<file path="src/hdl/lar_pkg.sv">
// ----------------------------------------------------------------------------
// lar_pkg: shared definitions for the antialiased line rasterizer
// Default widths, command and register codes, sequencer and line mode
// encodings, and the saturating colour adder.
// ----------------------------------------------------------------------------
package lar_pkg;

	// default geometry and precision
	localparam int COORD_BITS_DEF     = 13;
	localparam int ERROR_BITS_DEF     = 16;
	localparam int INTENSITY_BITS_DEF = 8;

	// fixed field widths
	localparam int COLOUR_BITS = 8;
	localparam int DIM_BITS    = 13;
	localparam int PADDR_BITS  = 3;
	localparam int PDATA_BITS  = 32;

	localparam logic [COLOUR_BITS-1:0] COLOUR_MAX = 8'd255;

	// request commands
	localparam logic CMD_START = 1'b0;
	localparam logic CMD_STEP  = 1'b1;

	// register index (byte address bit 2)
	localparam logic REG_IMAGE_WIDTH  = 1'b0;
	localparam logic REG_IMAGE_HEIGHT = 1'b1;

	localparam logic [DIM_BITS-1:0] DIM_RESET = 13'd1024;

	// request sequencer
	typedef enum logic [3:0] {
		SEQ_IDLE  = 4'b0001,
		SEQ_EMIT0 = 4'b0010,
		SEQ_EMIT1 = 4'b0100,
		SEQ_DIV   = 4'b1000
	} seq_state_t;

	// kind of line being walked
	typedef enum logic [6:0] {
		MODE_IDLE    = 7'b0000001,
		MODE_HORIZ   = 7'b0000010,
		MODE_VERT    = 7'b0000100,
		MODE_DIAG    = 7'b0001000,
		MODE_YWEIGHT = 7'b0010000,
		MODE_XWEIGHT = 7'b0100000,
		MODE_FINAL   = 7'b1000000
	} line_mode_t;

	// base + weight + offset, clamped to full white
	function automatic logic [COLOUR_BITS-1:0] sat_colour(
		input logic [COLOUR_BITS-1:0] base,
		input logic [COLOUR_BITS-1:0] weight,
		input logic [COLOUR_BITS-1:0] offset
	);
		logic [COLOUR_BITS+1:0] sum;
		sum = (COLOUR_BITS+2)'(base) + (COLOUR_BITS+2)'(weight) + (COLOUR_BITS+2)'(offset);
		return (sum > (COLOUR_BITS+2)'(COLOUR_MAX)) ? COLOUR_MAX : sum[COLOUR_BITS-1:0];
	endfunction

endpackage

</file>
<file path="src/hdl/lar_if.sv">
// ----------------------------------------------------------------------------
// lar_if: request and pixel channels of the line rasterizer
// Valid/ready channels; a transfer happens when valid and ready are high.
// ----------------------------------------------------------------------------

// line request channel
interface lar_cmd_if #(
	parameter int COORD_BITS = lar_pkg::COORD_BITS_DEF
);
	logic                               valid;
	logic                               ready;
	logic                               command;
	logic signed [COORD_BITS-1:0]       x_start;
	logic signed [COORD_BITS-1:0]       y_start;
	logic signed [COORD_BITS-1:0]       x_end;
	logic signed [COORD_BITS-1:0]       y_end;
	logic [lar_pkg::COLOUR_BITS-1:0]    base_colour;
	logic [lar_pkg::COLOUR_BITS-1:0]    colour_offset;

	modport source (
		output valid, command, x_start, y_start, x_end, y_end, base_colour, colour_offset,
		input  ready
	);
	modport sink (
		input  valid, command, x_start, y_start, x_end, y_end, base_colour, colour_offset,
		output ready
	);
endinterface

// pixel channel
interface lar_pix_if #(
	parameter int COORD_BITS = lar_pkg::COORD_BITS_DEF
);
	logic                               valid;
	logic                               ready;
	logic signed [COORD_BITS-1:0]       pixel_x;
	logic signed [COORD_BITS-1:0]       pixel_y;
	logic [lar_pkg::COLOUR_BITS-1:0]    pixel_colour;
	logic                               in_image;
	logic                               last;

	modport source (
		output valid, pixel_x, pixel_y, pixel_colour, in_image, last,
		input  ready
	);
	modport sink (
		input  valid, pixel_x, pixel_y, pixel_colour, in_image, last,
		output ready
	);
endinterface

</file>
<file path="src/hdl/lar_div.sv">
// ----------------------------------------------------------------------------
// lar_div: restoring divider for the error step
// Computes (numer << QUO_BITS) / denom, one quotient bit per cycle, with
// one shared subtractor. Requires numer < denom.
// ----------------------------------------------------------------------------
module lar_div #(
	parameter int NUM_BITS = lar_pkg::COORD_BITS_DEF,
	parameter int QUO_BITS = lar_pkg::ERROR_BITS_DEF
) (
	input  logic                clk,
	input  logic                arst_n,
	input  logic                start,
	input  logic [NUM_BITS-1:0] numer,
	input  logic [NUM_BITS-1:0] denom,
	output logic                busy,
	output logic [QUO_BITS-1:0] quotient
);
	localparam int CNT_W = $clog2(QUO_BITS + 1);

	logic [CNT_W-1:0]    cnt_q;
	logic [NUM_BITS-1:0] rem_q;
	logic [NUM_BITS-1:0] den_q;
	logic [QUO_BITS-1:0] quo_q;

	logic [NUM_BITS:0]   shifted;
	logic [NUM_BITS:0]   diff;
	logic                fits;

	// trial subtraction
	assign shifted = {rem_q, 1'b0};
	assign diff    = shifted - {1'b0, den_q};
	assign fits    = shifted >= {1'b0, den_q};

	// iteration counter
	always_ff @(posedge clk or negedge arst_n) begin
		if (!arst_n) begin
			cnt_q <= '0;
		end else if (start) begin
			cnt_q <= CNT_W'(QUO_BITS);
		end else if (cnt_q != '0) begin
			cnt_q <= cnt_q - CNT_W'(1);
		end
	end

	// remainder and quotient
	always_ff @(posedge clk) begin
		if (start) begin
			rem_q <= numer;
			den_q <= denom;
			quo_q <= '0;
		end else if (cnt_q != '0) begin
			rem_q <= fits ? diff[NUM_BITS-1:0] : shifted[NUM_BITS-1:0];
			quo_q <= {quo_q[QUO_BITS-2:0], fits};
		end
	end

	assign busy     = cnt_q != '0;
	assign quotient = quo_q;

endmodule

</file>
<file path="src/hdl/antialiased_line_rasterizer_core.sv">
// ----------------------------------------------------------------------------
// antialiased_line_rasterizer_core: Wu antialiased line walker
// A start request loads two endpoints and colours and yields the first
// pixel; each step request yields the next pixel or weighted pixel pair.
// ----------------------------------------------------------------------------
// Usage:
//   cmd    : request channel. command = start loads a line (endpoints are
//            ordered top to bottom), command = step advances it by one.
//   pixel  : one pixel per transfer, with in_image and last flags.
//   APB    : image_width at 0x0, image_height at 0x4; write only when idle.
// Timing:
//   cmd.ready is high only while the sequencer is idle. A request is
//   turned into at most two staged pixels, moved one per cycle into the
//   output register unless the receiver stalls; the first pixel passes
//   through the staging register and then the output register. A start of
//   a line that is neither straight nor diagonal also waits for the
//   one-bit-per-cycle restoring divider that forms the error step.
//   A step request with no line in progress yields nothing.
// Reset clears all line state and sets both image sizes to 1024. When the
// receiver stalls, the output register holds its pixel and the sequencer
// waits, so cmd.ready stays low until the pending pixels have moved on.
// ----------------------------------------------------------------------------
module antialiased_line_rasterizer_core #(
	parameter int COORD_BITS     = lar_pkg::COORD_BITS_DEF,
	parameter int ERROR_BITS     = lar_pkg::ERROR_BITS_DEF,
	parameter int INTENSITY_BITS = lar_pkg::INTENSITY_BITS_DEF
) (
	input  logic                           clk,
	input  logic                           arst_n,
	lar_cmd_if.sink                        cmd,
	lar_pix_if.source                      pixel,
	input  logic                           psel,
	input  logic                           penable,
	input  logic                           pwrite,
	input  logic [lar_pkg::PADDR_BITS-1:0] paddr,
	input  logic [lar_pkg::PDATA_BITS-1:0] pwdata,
	output logic [lar_pkg::PDATA_BITS-1:0] prdata,
	output logic                           pready
);
	import lar_pkg::*;

	localparam int CB    = COORD_BITS;
	localparam int CW    = COORD_BITS + 1;
	localparam int CMP_W = (CB > DIM_BITS) ? CB : DIM_BITS;

	// configuration registers
	logic [DIM_BITS-1:0] width_q, height_q;
	logic                cfg_wr;

	// line state
	seq_state_t              seq_q, seq_d;
	line_mode_t              mode_q, mode_d;
	logic signed [CB-1:0]    cur_col_q, cur_col_d, cur_row_q, cur_row_d;
	logic signed [CB-1:0]    end_col_q, end_col_d, end_row_q, end_row_d;
	logic                    col_dir_q, col_dir_d;
	logic [CB-1:0]           steps_q, steps_d;
	logic [ERROR_BITS-1:0]   acc_q, acc_d, estep_q, estep_d;
	logic [COLOUR_BITS-1:0]  colour_q, colour_d, offset_q, offset_d;

	// staged pixels
	logic signed [CW-1:0]    p0_x_q, p0_x_d, p0_y_q, p0_y_d;
	logic signed [CW-1:0]    p1_x_q, p1_x_d, p1_y_q, p1_y_d;
	logic [COLOUR_BITS-1:0]  p0_c_q, p0_c_d, p1_c_q, p1_c_d;
	logic                    p0_last_q, p0_last_d;
	logic                    p1_pend_q, p1_pend_d, div_pend_q, div_pend_d;

	// output register
	logic                    out_valid_q;
	logic signed [CB-1:0]    out_x_q, out_y_q;
	logic [COLOUR_BITS-1:0]  out_c_q;
	logic                    out_in_q, out_last_q;
	logic                    out_load;
	logic signed [CW-1:0]    sel_x, sel_y;
	logic [COLOUR_BITS-1:0]  sel_c;
	logic                    sel_last;

	// divider hookup
	logic                    div_start, div_busy;
	logic [CB-1:0]           div_numer, div_denom;
	logic [ERROR_BITS-1:0]   div_quo;

	logic                    accept;

	// start decode
	logic signed [CB-1:0]    sx0, sy0, sx1, sy1;
	logic signed [CW-1:0]    s_dx, s_dy, s_ndx;
	logic                    s_dir;
	logic [CB-1:0]           s_adx, s_ady;

	// step arithmetic
	logic signed [CB-1:0]    dir_v, col_inc, row_inc, w_col, w_row;
	logic [CB-1:0]           steps_dec;
	logic [ERROR_BITS-1:0]   acc_sum;
	logic                    turn;
	logic [INTENSITY_BITS-1:0] wt, wt_c;

	function automatic logic in_img(
		input logic signed [CW-1:0] x,
		input logic signed [CW-1:0] y,
		input logic [DIM_BITS-1:0]  w,
		input logic [DIM_BITS-1:0]  h
	);
		logic [CMP_W-1:0] xe, ye, we, he;
		xe = CMP_W'(x[CB-1:0]);
		ye = CMP_W'(y[CB-1:0]);
		we = CMP_W'(w);
		he = CMP_W'(h);
		return !x[CB] && !y[CB] && (xe < we) && (ye < he);
	endfunction

	// APB register file
	assign pready = 1'b1;
	assign cfg_wr = psel & penable & pwrite & pready;

	always_ff @(posedge clk or negedge arst_n) begin
		if (!arst_n) begin
			width_q  <= DIM_RESET;
			height_q <= DIM_RESET;
		end else if (cfg_wr) begin
			case (paddr[2])
				REG_IMAGE_WIDTH:  width_q  <= pwdata[DIM_BITS-1:0];
				REG_IMAGE_HEIGHT: height_q <= pwdata[DIM_BITS-1:0];
				default: ;
			endcase
		end
	end

	always_comb begin
		case (paddr[2])
			REG_IMAGE_WIDTH:  prdata = PDATA_BITS'(width_q);
			REG_IMAGE_HEIGHT: prdata = PDATA_BITS'(height_q);
			default:          prdata = '0;
		endcase
	end

	assign cmd.ready = (seq_q == SEQ_IDLE);
	assign accept    = cmd.valid & cmd.ready;

	// endpoint ordering and deltas for a start request
	always_comb begin
		if (cmd.y_start > cmd.y_end) begin
			sx0 = cmd.x_end;
			sy0 = cmd.y_end;
			sx1 = cmd.x_start;
			sy1 = cmd.y_start;
		end else begin
			sx0 = cmd.x_start;
			sy0 = cmd.y_start;
			sx1 = cmd.x_end;
			sy1 = cmd.y_end;
		end
	end

	assign s_dx  = CW'(sx1) - CW'(sx0);
	assign s_dy  = CW'(sy1) - CW'(sy0);
	assign s_ndx = -s_dx;
	assign s_dir = s_dx[CB];
	assign s_adx = s_dir ? s_ndx[CB-1:0] : s_dx[CB-1:0];
	assign s_ady = s_dy[CB-1:0];

	// one step along the current line
	assign dir_v     = col_dir_q ? {CB{1'b1}} : CB'(1);
	assign col_inc   = cur_col_q + dir_v;
	assign row_inc   = cur_row_q + CB'(1);
	assign steps_dec = steps_q - CB'(1);
	assign acc_sum   = acc_q + estep_q;
	assign turn      = acc_sum <= acc_q;
	assign wt        = acc_sum[ERROR_BITS-1 -: INTENSITY_BITS];
	assign wt_c      = ~wt;
	assign w_col     = (mode_q == MODE_YWEIGHT) ? (turn ? col_inc : cur_col_q) : col_inc;
	assign w_row     = (mode_q == MODE_YWEIGHT) ? row_inc : (turn ? row_inc : cur_row_q);

	// sequencer and line state update
	always_comb begin
		seq_d      = seq_q;
		mode_d     = mode_q;
		cur_col_d  = cur_col_q;
		cur_row_d  = cur_row_q;
		end_col_d  = end_col_q;
		end_row_d  = end_row_q;
		col_dir_d  = col_dir_q;
		steps_d    = steps_q;
		acc_d      = acc_q;
		estep_d    = estep_q;
		colour_d   = colour_q;
		offset_d   = offset_q;
		p0_x_d     = p0_x_q;
		p0_y_d     = p0_y_q;
		p0_c_d     = p0_c_q;
		p0_last_d  = p0_last_q;
		p1_x_d     = p1_x_q;
		p1_y_d     = p1_y_q;
		p1_c_d     = p1_c_q;
		p1_pend_d  = p1_pend_q;
		div_pend_d = div_pend_q;
		div_start  = 1'b0;
		div_numer  = s_adx;
		div_denom  = s_ady;

		case (seq_q)
			SEQ_IDLE: begin
				if (accept && cmd.command == CMD_START) begin
					colour_d   = cmd.base_colour;
					offset_d   = cmd.colour_offset;
					cur_col_d  = sx0;
					cur_row_d  = sy0;
					end_col_d  = sx1;
					end_row_d  = sy1;
					acc_d      = '0;
					estep_d    = '0;
					col_dir_d  = s_dir;
					p0_x_d     = CW'(sx0);
					p0_y_d     = CW'(sy0);
					p0_c_d     = sat_colour(cmd.base_colour, '0, cmd.colour_offset);
					p0_last_d  = (s_adx == '0) && (s_ady == '0);
					p1_pend_d  = 1'b0;
					div_pend_d = 1'b0;
					seq_d      = SEQ_EMIT0;
					if (s_ady == '0) begin
						mode_d  = (s_adx != '0) ? MODE_HORIZ : MODE_IDLE;
						steps_d = s_adx;
					end else if (s_adx == '0) begin
						mode_d  = MODE_VERT;
						steps_d = s_ady;
					end else if (s_adx == s_ady) begin
						mode_d  = MODE_DIAG;
						steps_d = s_ady;
					end else if (s_ady > s_adx) begin
						mode_d     = MODE_YWEIGHT;
						steps_d    = s_ady - CB'(1);
						div_start  = 1'b1;
						div_pend_d = 1'b1;
					end else begin
						mode_d     = MODE_XWEIGHT;
						steps_d    = s_adx - CB'(1);
						div_start  = 1'b1;
						div_pend_d = 1'b1;
						div_numer  = s_ady;
						div_denom  = s_adx;
					end
				end else if (accept) begin
					p1_pend_d  = 1'b0;
					div_pend_d = 1'b0;
					case (mode_q)
						MODE_HORIZ, MODE_VERT, MODE_DIAG: begin
							if (mode_q != MODE_VERT) begin
								cur_col_d = col_inc;
							end
							if (mode_q != MODE_HORIZ) begin
								cur_row_d = row_inc;
							end
							steps_d   = steps_dec;
							p0_x_d    = CW'((mode_q != MODE_VERT) ? col_inc : cur_col_q);
							p0_y_d    = CW'((mode_q != MODE_HORIZ) ? row_inc : cur_row_q);
							p0_c_d    = sat_colour(colour_q, '0, offset_q);
							p0_last_d = (steps_dec == '0);
							if (steps_dec == '0) begin
								mode_d = MODE_IDLE;
							end
							seq_d = SEQ_EMIT0;
						end
						MODE_YWEIGHT, MODE_XWEIGHT: begin
							acc_d     = acc_sum;
							cur_col_d = w_col;
							cur_row_d = w_row;
							steps_d   = steps_dec;
							p0_x_d    = CW'(w_col);
							p0_y_d    = CW'(w_row);
							p0_c_d    = sat_colour(colour_q, COLOUR_BITS'(wt), offset_q);
							p0_last_d = 1'b0;
							if (mode_q == MODE_YWEIGHT) begin
								p1_x_d = CW'(w_col) + CW'(dir_v);
								p1_y_d = CW'(w_row);
							end else begin
								p1_x_d = CW'(w_col);
								p1_y_d = CW'(w_row) + CW'(1);
							end
							p1_c_d    = sat_colour(colour_q, COLOUR_BITS'(wt_c), offset_q);
							p1_pend_d = 1'b1;
							if (steps_dec == '0) begin
								mode_d = MODE_FINAL;
							end
							seq_d = SEQ_EMIT0;
						end
						MODE_FINAL: begin
							cur_col_d = end_col_q;
							cur_row_d = end_row_q;
							p0_x_d    = CW'(end_col_q);
							p0_y_d    = CW'(end_row_q);
							p0_c_d    = sat_colour(colour_q, '0, offset_q);
							p0_last_d = 1'b1;
							mode_d    = MODE_IDLE;
							seq_d     = SEQ_EMIT0;
						end
						default: begin
							mode_d = MODE_IDLE;
						end
					endcase
				end
			end
			SEQ_EMIT0: begin
				if (out_load) begin
					if (p1_pend_q) begin
						seq_d = SEQ_EMIT1;
					end else if (div_pend_q) begin
						seq_d = SEQ_DIV;
					end else begin
						seq_d = SEQ_IDLE;
					end
				end
			end
			SEQ_EMIT1: begin
				if (out_load) begin
					seq_d = SEQ_IDLE;
				end
			end
			SEQ_DIV: begin
				// error step ready once the divider has run out
				if (!div_busy) begin
					estep_d = div_quo;
					seq_d   = SEQ_IDLE;
				end
			end
			default: begin
				seq_d = SEQ_IDLE;
			end
		endcase
	end

	// control state
	always_ff @(posedge clk or negedge arst_n) begin
		if (!arst_n) begin
			seq_q      <= SEQ_IDLE;
			mode_q     <= MODE_IDLE;
			cur_col_q  <= '0;
			cur_row_q  <= '0;
			end_col_q  <= '0;
			end_row_q  <= '0;
			col_dir_q  <= 1'b0;
			steps_q    <= '0;
			acc_q      <= '0;
			estep_q    <= '0;
			colour_q   <= '0;
			offset_q   <= '0;
			p1_pend_q  <= 1'b0;
			div_pend_q <= 1'b0;
		end else begin
			seq_q      <= seq_d;
			mode_q     <= mode_d;
			cur_col_q  <= cur_col_d;
			cur_row_q  <= cur_row_d;
			end_col_q  <= end_col_d;
			end_row_q  <= end_row_d;
			col_dir_q  <= col_dir_d;
			steps_q    <= steps_d;
			acc_q      <= acc_d;
			estep_q    <= estep_d;
			colour_q   <= colour_d;
			offset_q   <= offset_d;
			p1_pend_q  <= p1_pend_d;
			div_pend_q <= div_pend_d;
		end
	end

	// staged pixel payload
	always_ff @(posedge clk) begin
		p0_x_q    <= p0_x_d;
		p0_y_q    <= p0_y_d;
		p0_c_q    <= p0_c_d;
		p0_last_q <= p0_last_d;
		p1_x_q    <= p1_x_d;
		p1_y_q    <= p1_y_d;
		p1_c_q    <= p1_c_d;
	end

	// error step divider
	lar_div #(
		.NUM_BITS (CB),
		.QUO_BITS (ERROR_BITS)
	) u_div (
		.clk      (clk),
		.arst_n   (arst_n),
		.start    (div_start),
		.numer    (div_numer),
		.denom    (div_denom),
		.busy     (div_busy),
		.quotient (div_quo)
	);

	// output register
	assign out_load = ((seq_q == SEQ_EMIT0) || (seq_q == SEQ_EMIT1)) &&
	                  (!out_valid_q || pixel.ready);
	assign sel_x    = (seq_q == SEQ_EMIT1) ? p1_x_q : p0_x_q;
	assign sel_y    = (seq_q == SEQ_EMIT1) ? p1_y_q : p0_y_q;
	assign sel_c    = (seq_q == SEQ_EMIT1) ? p1_c_q : p0_c_q;
	assign sel_last = (seq_q == SEQ_EMIT1) ? 1'b0 : p0_last_q;

	always_ff @(posedge clk or negedge arst_n) begin
		if (!arst_n) begin
			out_valid_q <= 1'b0;
		end else if (out_load) begin
			out_valid_q <= 1'b1;
		end else if (pixel.ready) begin
			out_valid_q <= 1'b0;
		end
	end

	always_ff @(posedge clk) begin
		if (out_load) begin
			out_x_q    <= sel_x[CB-1:0];
			out_y_q    <= sel_y[CB-1:0];
			out_c_q    <= sel_c;
			out_in_q   <= in_img(sel_x, sel_y, width_q, height_q);
			out_last_q <= sel_last;
		end
	end

	assign pixel.valid        = out_valid_q;
	assign pixel.pixel_x      = out_x_q;
	assign pixel.pixel_y      = out_y_q;
	assign pixel.pixel_colour = out_c_q;
	assign pixel.in_image     = out_in_q;
	assign pixel.last         = out_last_q;

endmodule
</file>
<file path="src/flat_wrapper.sv">
// flat-port wrapper written by rule: the top's interface ports become plain ports
module antialiased_line_rasterizer_core_flat import lar_pkg::*;
#(
	parameter int COORD_BITS     = lar_pkg::COORD_BITS_DEF,
	parameter int ERROR_BITS     = lar_pkg::ERROR_BITS_DEF,
	parameter int INTENSITY_BITS = lar_pkg::INTENSITY_BITS_DEF
)
  (clk, arst_n, psel, penable, pwrite, paddr, pwdata, prdata, pready, cmd_valid, cmd_command, cmd_x_start, cmd_y_start, cmd_x_end, cmd_y_end, cmd_base_colour, cmd_colour_offset, cmd_ready, pixel_valid, pixel_pixel_x, pixel_pixel_y, pixel_pixel_colour, pixel_in_image, pixel_last, pixel_ready);
  lar_cmd_if #(.COORD_BITS(COORD_BITS)) cmd_i ();
  lar_pix_if #(.COORD_BITS(COORD_BITS)) pixel_i ();
  input  logic clk;
  input  logic arst_n;
  input  logic psel;
  input  logic penable;
  input  logic pwrite;
  input  logic [lar_pkg::PADDR_BITS-1:0] paddr;
  input  logic [lar_pkg::PDATA_BITS-1:0] pwdata;
  output logic [lar_pkg::PDATA_BITS-1:0] prdata;
  output logic pready;
  input wire logic [$bits(cmd_i.valid)-1:0] cmd_valid;
  input wire logic [$bits(cmd_i.command)-1:0] cmd_command;
  input wire logic [$bits(cmd_i.x_start)-1:0] cmd_x_start;
  input wire logic [$bits(cmd_i.y_start)-1:0] cmd_y_start;
  input wire logic [$bits(cmd_i.x_end)-1:0] cmd_x_end;
  input wire logic [$bits(cmd_i.y_end)-1:0] cmd_y_end;
  input wire logic [$bits(cmd_i.base_colour)-1:0] cmd_base_colour;
  input wire logic [$bits(cmd_i.colour_offset)-1:0] cmd_colour_offset;
  output wire logic [$bits(cmd_i.ready)-1:0] cmd_ready;
  output wire logic [$bits(pixel_i.valid)-1:0] pixel_valid;
  output wire logic [$bits(pixel_i.pixel_x)-1:0] pixel_pixel_x;
  output wire logic [$bits(pixel_i.pixel_y)-1:0] pixel_pixel_y;
  output wire logic [$bits(pixel_i.pixel_colour)-1:0] pixel_pixel_colour;
  output wire logic [$bits(pixel_i.in_image)-1:0] pixel_in_image;
  output wire logic [$bits(pixel_i.last)-1:0] pixel_last;
  input wire logic [$bits(pixel_i.ready)-1:0] pixel_ready;
  assign cmd_i.valid = cmd_valid;
  assign cmd_i.command = cmd_command;
  assign cmd_i.x_start = cmd_x_start;
  assign cmd_i.y_start = cmd_y_start;
  assign cmd_i.x_end = cmd_x_end;
  assign cmd_i.y_end = cmd_y_end;
  assign cmd_i.base_colour = cmd_base_colour;
  assign cmd_i.colour_offset = cmd_colour_offset;
  assign cmd_ready = cmd_i.ready;
  assign pixel_valid = pixel_i.valid;
  assign pixel_pixel_x = pixel_i.pixel_x;
  assign pixel_pixel_y = pixel_i.pixel_y;
  assign pixel_pixel_colour = pixel_i.pixel_colour;
  assign pixel_in_image = pixel_i.in_image;
  assign pixel_last = pixel_i.last;
  assign pixel_i.ready = pixel_ready;
  antialiased_line_rasterizer_core #(.COORD_BITS(COORD_BITS), .ERROR_BITS(ERROR_BITS), .INTENSITY_BITS(INTENSITY_BITS)) u_core (.clk(clk), .arst_n(arst_n), .cmd(cmd_i), .pixel(pixel_i), .psel(psel), .penable(penable), .pwrite(pwrite), .paddr(paddr), .pwdata(pwdata), .prdata(prdata), .pready(pready));
endmodule
</file>
<file path="config.mk">
export PLATFORM = sky130hd
export DESIGN_NAME = antialiased_line_rasterizer_core_flat
export DESIGN_NICKNAME = d
export VERILOG_FILES = /design/src/hdl/lar_pkg.sv /design/src/hdl/lar_if.sv /design/src/hdl/lar_div.sv /design/src/hdl/antialiased_line_rasterizer_core.sv /design/src/flat_wrapper.sv
export SDC_FILE = /design/constraint.sdc
export NUM_CORES = 1
export LEC_CHECK = 0
export ABC_CLOCK_PERIOD_IN_PS = 11700
export BUFFER_PORTS_ARGS = -buffer_cell sky130_fd_sc_hd__buf_2
export CORE_MARGIN = 2
export CORE_UTILIZATION = 55
export CTS_CLUSTER_SIZE = 14
export DETAILED_ROUTE_END_ITERATION = 7
export HOLD_SLACK_MARGIN = 0.06
export PLACE_DENSITY = 0.74
export SYNTH_ARGS = -nofsm -noshare
export SYNTH_HDL_FRONTEND = slang
export SYNTH_SLANG_ARGS = --single-unit
</file>
<file path="constraint.sdc">
create_clock -name clk -period 11.7 [get_ports clk]
set_clock_uncertainty 0.2 [all_clocks]
set_input_delay 1.755 -clock clk [delete_from_list [all_inputs] [get_ports clk]]
set_output_delay 1.755 -clock clk [all_outputs]
set_load 0.05 [all_outputs]
</file>
==> results of run 1 <==
[registers in the layout (all words and copies together), names as in the netlist, 13 cells and up]
| signal | flops |
|---|---|
| u_core.width_q | 13 |
| u_core.height_q | 13 |
| u_core.end_row_q | 13 |
| u_core.p0_y_q | 13 |
| u_core.u_div.den_q | 13 |
| u_core.steps_q | 13 |
| u_core.cur_row_q | 13 |
| u_core.p0_x_q | 13 |
| u_core.pixel.pixel_y | 13 |
| u_core.pixel.pixel_x | 13 |
| u_core.p1_x_q | 14 |
| u_core.end_col_q | 13 |
| u_core.cur_col_q | 13 |
| u_core.u_div.quotient | 16 |
| u_core.u_div.rem_q | 13 |
| u_core.p1_y_q | 14 |
| u_core.acc_q | 16 |
| u_core.estep_q | 16 |
[layer usage]
layer	wire, um	track usage [%]	part of all wire (%)
met5	13	0	0.020
met4	2010	10.5	3.1
met3	4990	4.98	7.7
met2	29400	46.5	45
met1	28300	38.8	44
[metrics by stage]
step	utilization, %	cell area (um2)
after floorplan	-	23700
after global placement	58.5	24600
after detailed placement	58.5	24600
after CTS	61.5	25900
after global routing	61.5	25900
final	61.5	25900
[power by group through the flow]
stage / clock network [mW] / logic, mW / registers [mW]
floorplan: 0 / 3.37 / 1.86
global placement: 0 / 4.23 / 1.88
detailed placement: 0 / 4.39 / 1.91
CTS: 1.24 / 4.43 / 1.89
global route: 1.28 / 4.96 / 1.94
finish: 1.22 / 4.49 / 1.90
[final timing paths]
check | from | endpoint | slack [ns]
min in group asynchronous | arst_n | u_core.offset_q[0] | 1.02
worst min-delay path | u_core.u_div.quotient[15] | u_core.u_div.quotient[15] | 0.27
worst max-delay path | cmd_y_end[6] | u_core.steps_q[12] | 1.47
worst max register to register | u_core.estep_q[1] | u_core.p1_x_q[12] | 3.11
worst min register to register | u_core.u_div.quotient[15] | u_core.u_div.quotient[15] | 0.27
max in group asynchronous | arst_n | u_core.cur_col_q[8] | 9.13
[synth_stat cells (21+ instances only)]
| cell | count |
|---|---|
| inv_1 | 171 |
| a221oi_1 | 21 |
| a21o_1 | 37 |
| buf_4 | 23 |
| o21bai_1 | 36 |
| mux2_2 | 94 |
| clkbuf_1 | 84 |
| o21a_1 | 22 |
| a21oi_1 | 201 |
| nor2b_1 | 34 |
| xor2_1 | 43 |
| ha_1 | 176 |
| a31oi_1 | 41 |
| dfrtp_1 | 155 |
| nand3_1 | 43 |
| nor3_1 | 32 |
| edfxtp_1 | 133 |
| xnor2_1 | 124 |
| nor2_1 | 207 |
| nand2_1 | 395 |
| a211oi_1 | 28 |
| nand2b_1 | 38 |
| o21ai_0 | 187 |
| o31ai_1 | 27 |
[cell type report]
cell class / instances / area [um2] / area share (%)
clock inverter: 21 / 287 / 1.11
clock buffer: 46 / 990 / 3.82
sequential: 308 / 8300 / 32.0
timing repair buffer: 168 / 917 / 3.54
multi-input combinational: 2107 / 14100 / 54.4
antenna: 1 / 2.50 / 0.00965
inverter: 172 / 646 / 2.49
tap: 539 / 674 / 2.60
[cell families (layout without fill, tap and decap cells)]
kind of cell / count (synthesis) / after routing / share of synthesized area [%]
other cells: 2 / 21 / 0.0318
xor+xnor: 170 / 170 / 6.41
mux: 112 / 112 / 5.26
simple gates: 864 / 864 / 16.7
fa+ha+maj: 191 / 191 / 10.4
buf+inv: 314 / 407 / 5.52
compound gates: 750 / 750 / 20.5
flops: 308 / 308 / 35.2
[worst max-delay path, delay by kind of cell]
family | cells | cell delay, ns
AOI/OAI and AO/OA | 12 | 3.08
xor gates and xnor gates | 3 | 0.83
adders and majority gates | 4 | 1.22
buffers and inverters | 4 | 0.58
muxes | 1 | 0.30
and+or+nand+nor | 11 | 2.67
==> out/qor.txt, run 1 <==
Die Span X - 211 um
Final std cells w/o fill - 3362
Gpl congestion - 0.957
Int Power - 4.16 mW
Hold Vio Cnt, Final - 0
Clk buf depth - 3
Max cap viols - 0
Final WS setup - 1.47 ns
Area delta synth->final - 9.89%
Final ANT Viol Nets - 0
Ys async rst share - 51.6%
Final TNS setup - 0 ns
Comb power frac - 59.0%
Worst Path Max Fanout - 36
Crit path largest cell delay - 0.50 ns
DP Cell Count - 3294
Most frequent cells in the layout - nand2_1, nor2_1, a21oi_1, o21ai_0, ha_1
DR DRC count - 0
Post-CTS sizing - 0
Rows - 75
Peak supply drop - 0.147 mV
Setup crit start kind - primary input
Pleak - 11.2 nW
Total Wirelength - 64.7 mm
Worst hold path class - register to register
Largest net degree at the start of global routing - 71
Net Switching - 3.45 mW
Nets - 3091
Tcrit/Tclk final - 87.5%
Setup Fix Bufs, Post-CTS - 0
Hold buffers post-CTS - 0
FF-to-FF path depth - 35
DR iter-0 viols - 1694
Total power - 7.61 mW
Worst Path Arrival - 10.45 ns
Post-synth EDFFs - 133
Clock Sinks - 308
Worst Hold Depth - 2
Max Fclk - 97.7 MHz
Layout cell share with drive strength beyond 1 - 13.1%
Crit-path slowest cell - xnor2_2
Power Dens Cells - 294 mW/mm2
Main flop type after synthesis - dfrtp_1
DIE HEIGHT - 211 um
Commonest non-fill, non-tap cell in the layout - nand2_1
Num CTS Buffers - 37
Run status - finished, final reports clean
Port Buffers - 140
Placeable Area - 0.0421 mm2
CP most frequent cell - ha_1
Seq pwr share - 25.0%
Syn Area/Cell - 8.70 um2
Io pins - 182
Root Driver - clkbuf_16
Initial Util - 56.0%
Vias in the first global route - 19741
Syn. warnings - 0
CP required - 11.92 ns
Rel. slew slack - 16.5%
Yosys top cell area share - 16.9%
Post-synthesis sequential element count - 308
Clk pin slew, worst setup/hold paths - 0.06 ns
Vias per Instance - 6.10
Switching Share - 45.3%
Number of fillers in the final layout - 3541
Setup violations, final - 0
GRT Util Overall - 28.7%
CTS H-tree lvls - 2
Sequential share of the synthesized area - 35.2%
Largest area contributor in the netlist - edfxtp_1
Total iterations of the first detailed-routing run - 6
Clk Latency, worst-skew pair - 0.55 ns
Drt wl/cell - 19.3 um
Overflow after GRT - 0
Via count - 20518
Worst slew pin tran - 1.25 ns
CTS tree - yes
Clk pwr share - 16.0%
CP Class - primary input to register
Initial antenna violation count - 2
Final min period - 10.23 ns
Synth top area cells - edfxtp_1, dfrtp_1, ha_1
Post-synthesis cell area - 0.0236 mm2
Pre-CTS WS - 1.03 ns
First-pass GRT wire length - 102 mm
Detailed placement HPWL - 47.8 mm
Min Hold Slack - 0.270 ns
Unrepaired setup endpoints after global routing - false
Die Area - 0.0446 mm2
Post-synth cell types - 101
Slew Limit Fails - 0
CP Capture Type - register
Cells after synthesis - 2711
Note: power is estimated with default switching activity, not from simulation.
==> inputs of run 2 (changes only) <==
--- a/config.mk
+++ b/config.mk
@@ -6,7 +6,7 @@
 export NUM_CORES = 1
 export LEC_CHECK = 0
 export ABC_CLOCK_PERIOD_IN_PS = 11700
-export BUFFER_PORTS_ARGS = -buffer_cell sky130_fd_sc_hd__buf_2
+export BUFFER_PORTS_ARGS = -buffer_cell sky130_fd_sc_hd__buf_4
 export CORE_MARGIN = 2
 export CORE_UTILIZATION = 55
 export CTS_CLUSTER_SIZE = 14
==> out/qor.txt, run 2 (same netlist as run 1, synthesis figures left out) <==
Die Area - 0.0446 mm2
Max Fclk - 98.7 MHz
CTS H-tree lvls - 2
Setup violations, final - 0
Unrepaired setup endpoints after global routing - false
Final TNS setup - 0 ns
CP required - 11.94 ns
Worst Path Arrival - 10.37 ns
Port Buffers - 140
Die Span X - 211 um
GRT Util Overall - 29.0%
Clk pin slew, worst setup/hold paths - 0.06 ns
FF-to-FF setup slack - 3.47 ns
Total Wirelength - 64.9 mm
Io pins - 182
Post-CTS sizing - 0
Rows - 75
Gpl congestion - 0.954
Slew Limit Fails - 0
HP Start - u_core.u_div.quotient[15]
Clk buf depth - 3
Worst slew pin tran - 1.25 ns
Worst Path Max Fanout - 16
Hold Vio Cnt, Final - 0
CTS tree - yes
Final ANT Viol Nets - 0
Crit path largest cell delay - 0.54 ns
Max cap viols - 0
Area delta synth->final - 10.7%
Peak supply drop - 0.145 mV
DIE HEIGHT - 211 um
WP buf/inv - 5
Power Dens Cells - 287 mW/mm2
Tcrit/Tclk final - 86.6%
Detailed placement HPWL - 47.7 mm
Via count - 20477
Placeable Area - 0.0421 mm2
Nets - 3090
Hold buffers post-CTS - 0
DR DRC count - 0
Final std cells w/o fill - 3360
Run status - finished, final reports clean
CP Class - primary input to register
Worst hold path class - register to register
Critical Path Start - cmd_y_end[10]
Layout cell share with drive strength beyond 1 - 13.0%
Root Driver - clkbuf_16
Clock Sinks - 308
CP Capture Type - register
Commonest non-fill, non-tap cell in the layout - nand2_1
Largest net degree at the start of global routing - 73
Reg2reg start - u_core.estep_q[1]
Overflow after GRT - 0
Antenna cell count - 0
Crit-path slowest cell - a311oi_2
Vias per Instance - 6.09
Final Util - 62.0%
Setup crit start kind - primary input
Pleak - 11.3 nW
Num CTS Buffers - 36
Most frequent cells in the layout - nand2_1, nor2_1, a21oi_1, o21ai_0, ha_1
Top Family by Delay on Critical Path - compound AO/OA/AOI/OAI gates
Setup Fix Bufs, Post-CTS - 0
Clk Latency, worst-skew pair - 0.57 ns
DP Cell Count - 3294
First-pass GRT wire length - 103 mm
Initial Util - 56.0%
Final min period - 10.13 ns
Total iterations of the first detailed-routing run - 6
Rel. slew slack - 16.5%
Vias in the first global route - 19438
Initial antenna violation count - 0
CP most frequent cell - ha_1
DR iter-0 viols - 1592
Drt wl/cell - 19.3 um
## run 2: worst reg2reg max path, delay by kind of cell (launching register included)
kind	cells	cell delay, ns
buffers and inverters	1	0.28
adders and majority gates	3	1.09
AOI/OAI and AO/OA	25	4.57
muxes	1	0.43
xor gates and xnor gates	3	0.69
DFF	1	0.41
and+or+nand+nor	3	0.30
## run 2: per-layer routing
metal	vias up	wire length [um]	part of all wire, %	GRT usage [%]
met4	0	1740	2.7	8.33
met1	9808	29300	45	40.7
li1	9810	-	-	-
met3	106	4630	7.1	4.76
met2	753	29300	45	46.4
met5	-	0	0	0
## run 2: report_power, final
part | internal [mW] | leakage, nW | switching, mW
registers | 1.61 | 3.33 | 0.285
logic | 1.83 | 7.38 | 2.69
clock network | 0.608 | 0.551 | 0.477
total | 4.05 | 11.3 | 3.45
## run 2: cell type report
cell class | count | area (um2)
fill | 3521 | 16000
multi-input combinational | 2107 | 14100
sequential | 308 | 8300
timing repair buffer | 168 | 1260
clock buffer | 51 | 1010
tap | 539 | 674
inverter | 172 | 646
clock inverter | 15 | 116
## run 2: path summary, 6_finish.rpt
path	cells past startpoint	end
setup / recovery	35	u_core.steps_q[12]
hold / removal	2	u_core.u_div.quotient[15]
setup reg to reg	36	u_core.p1_x_q[12]
hold reg to reg	2	u_core.u_div.quotient[15]
max in group asynchronous	2	u_core.end_row_q[10]
min in group asynchronous	1	u_core.acc_q[10]
## run 2: through the flow
stage / area [um2] / setup slack (ns) / hold slack [ns] / power [mW]
after floorplan: 23700 / 1.43 / 0.232 / 5.22
after global placement: 25000 / 1.40 / 0.240 / 6.14
after detailed placement: 25000 / 1.21 / 0.244 / 6.33
after CTS: 26100 / 1.79 / 0.252 / 7.45
after global routing: 26100 / 1.07 / 0.290 / 8.07
final: 26100 / 1.57 / 0.255 / 7.50
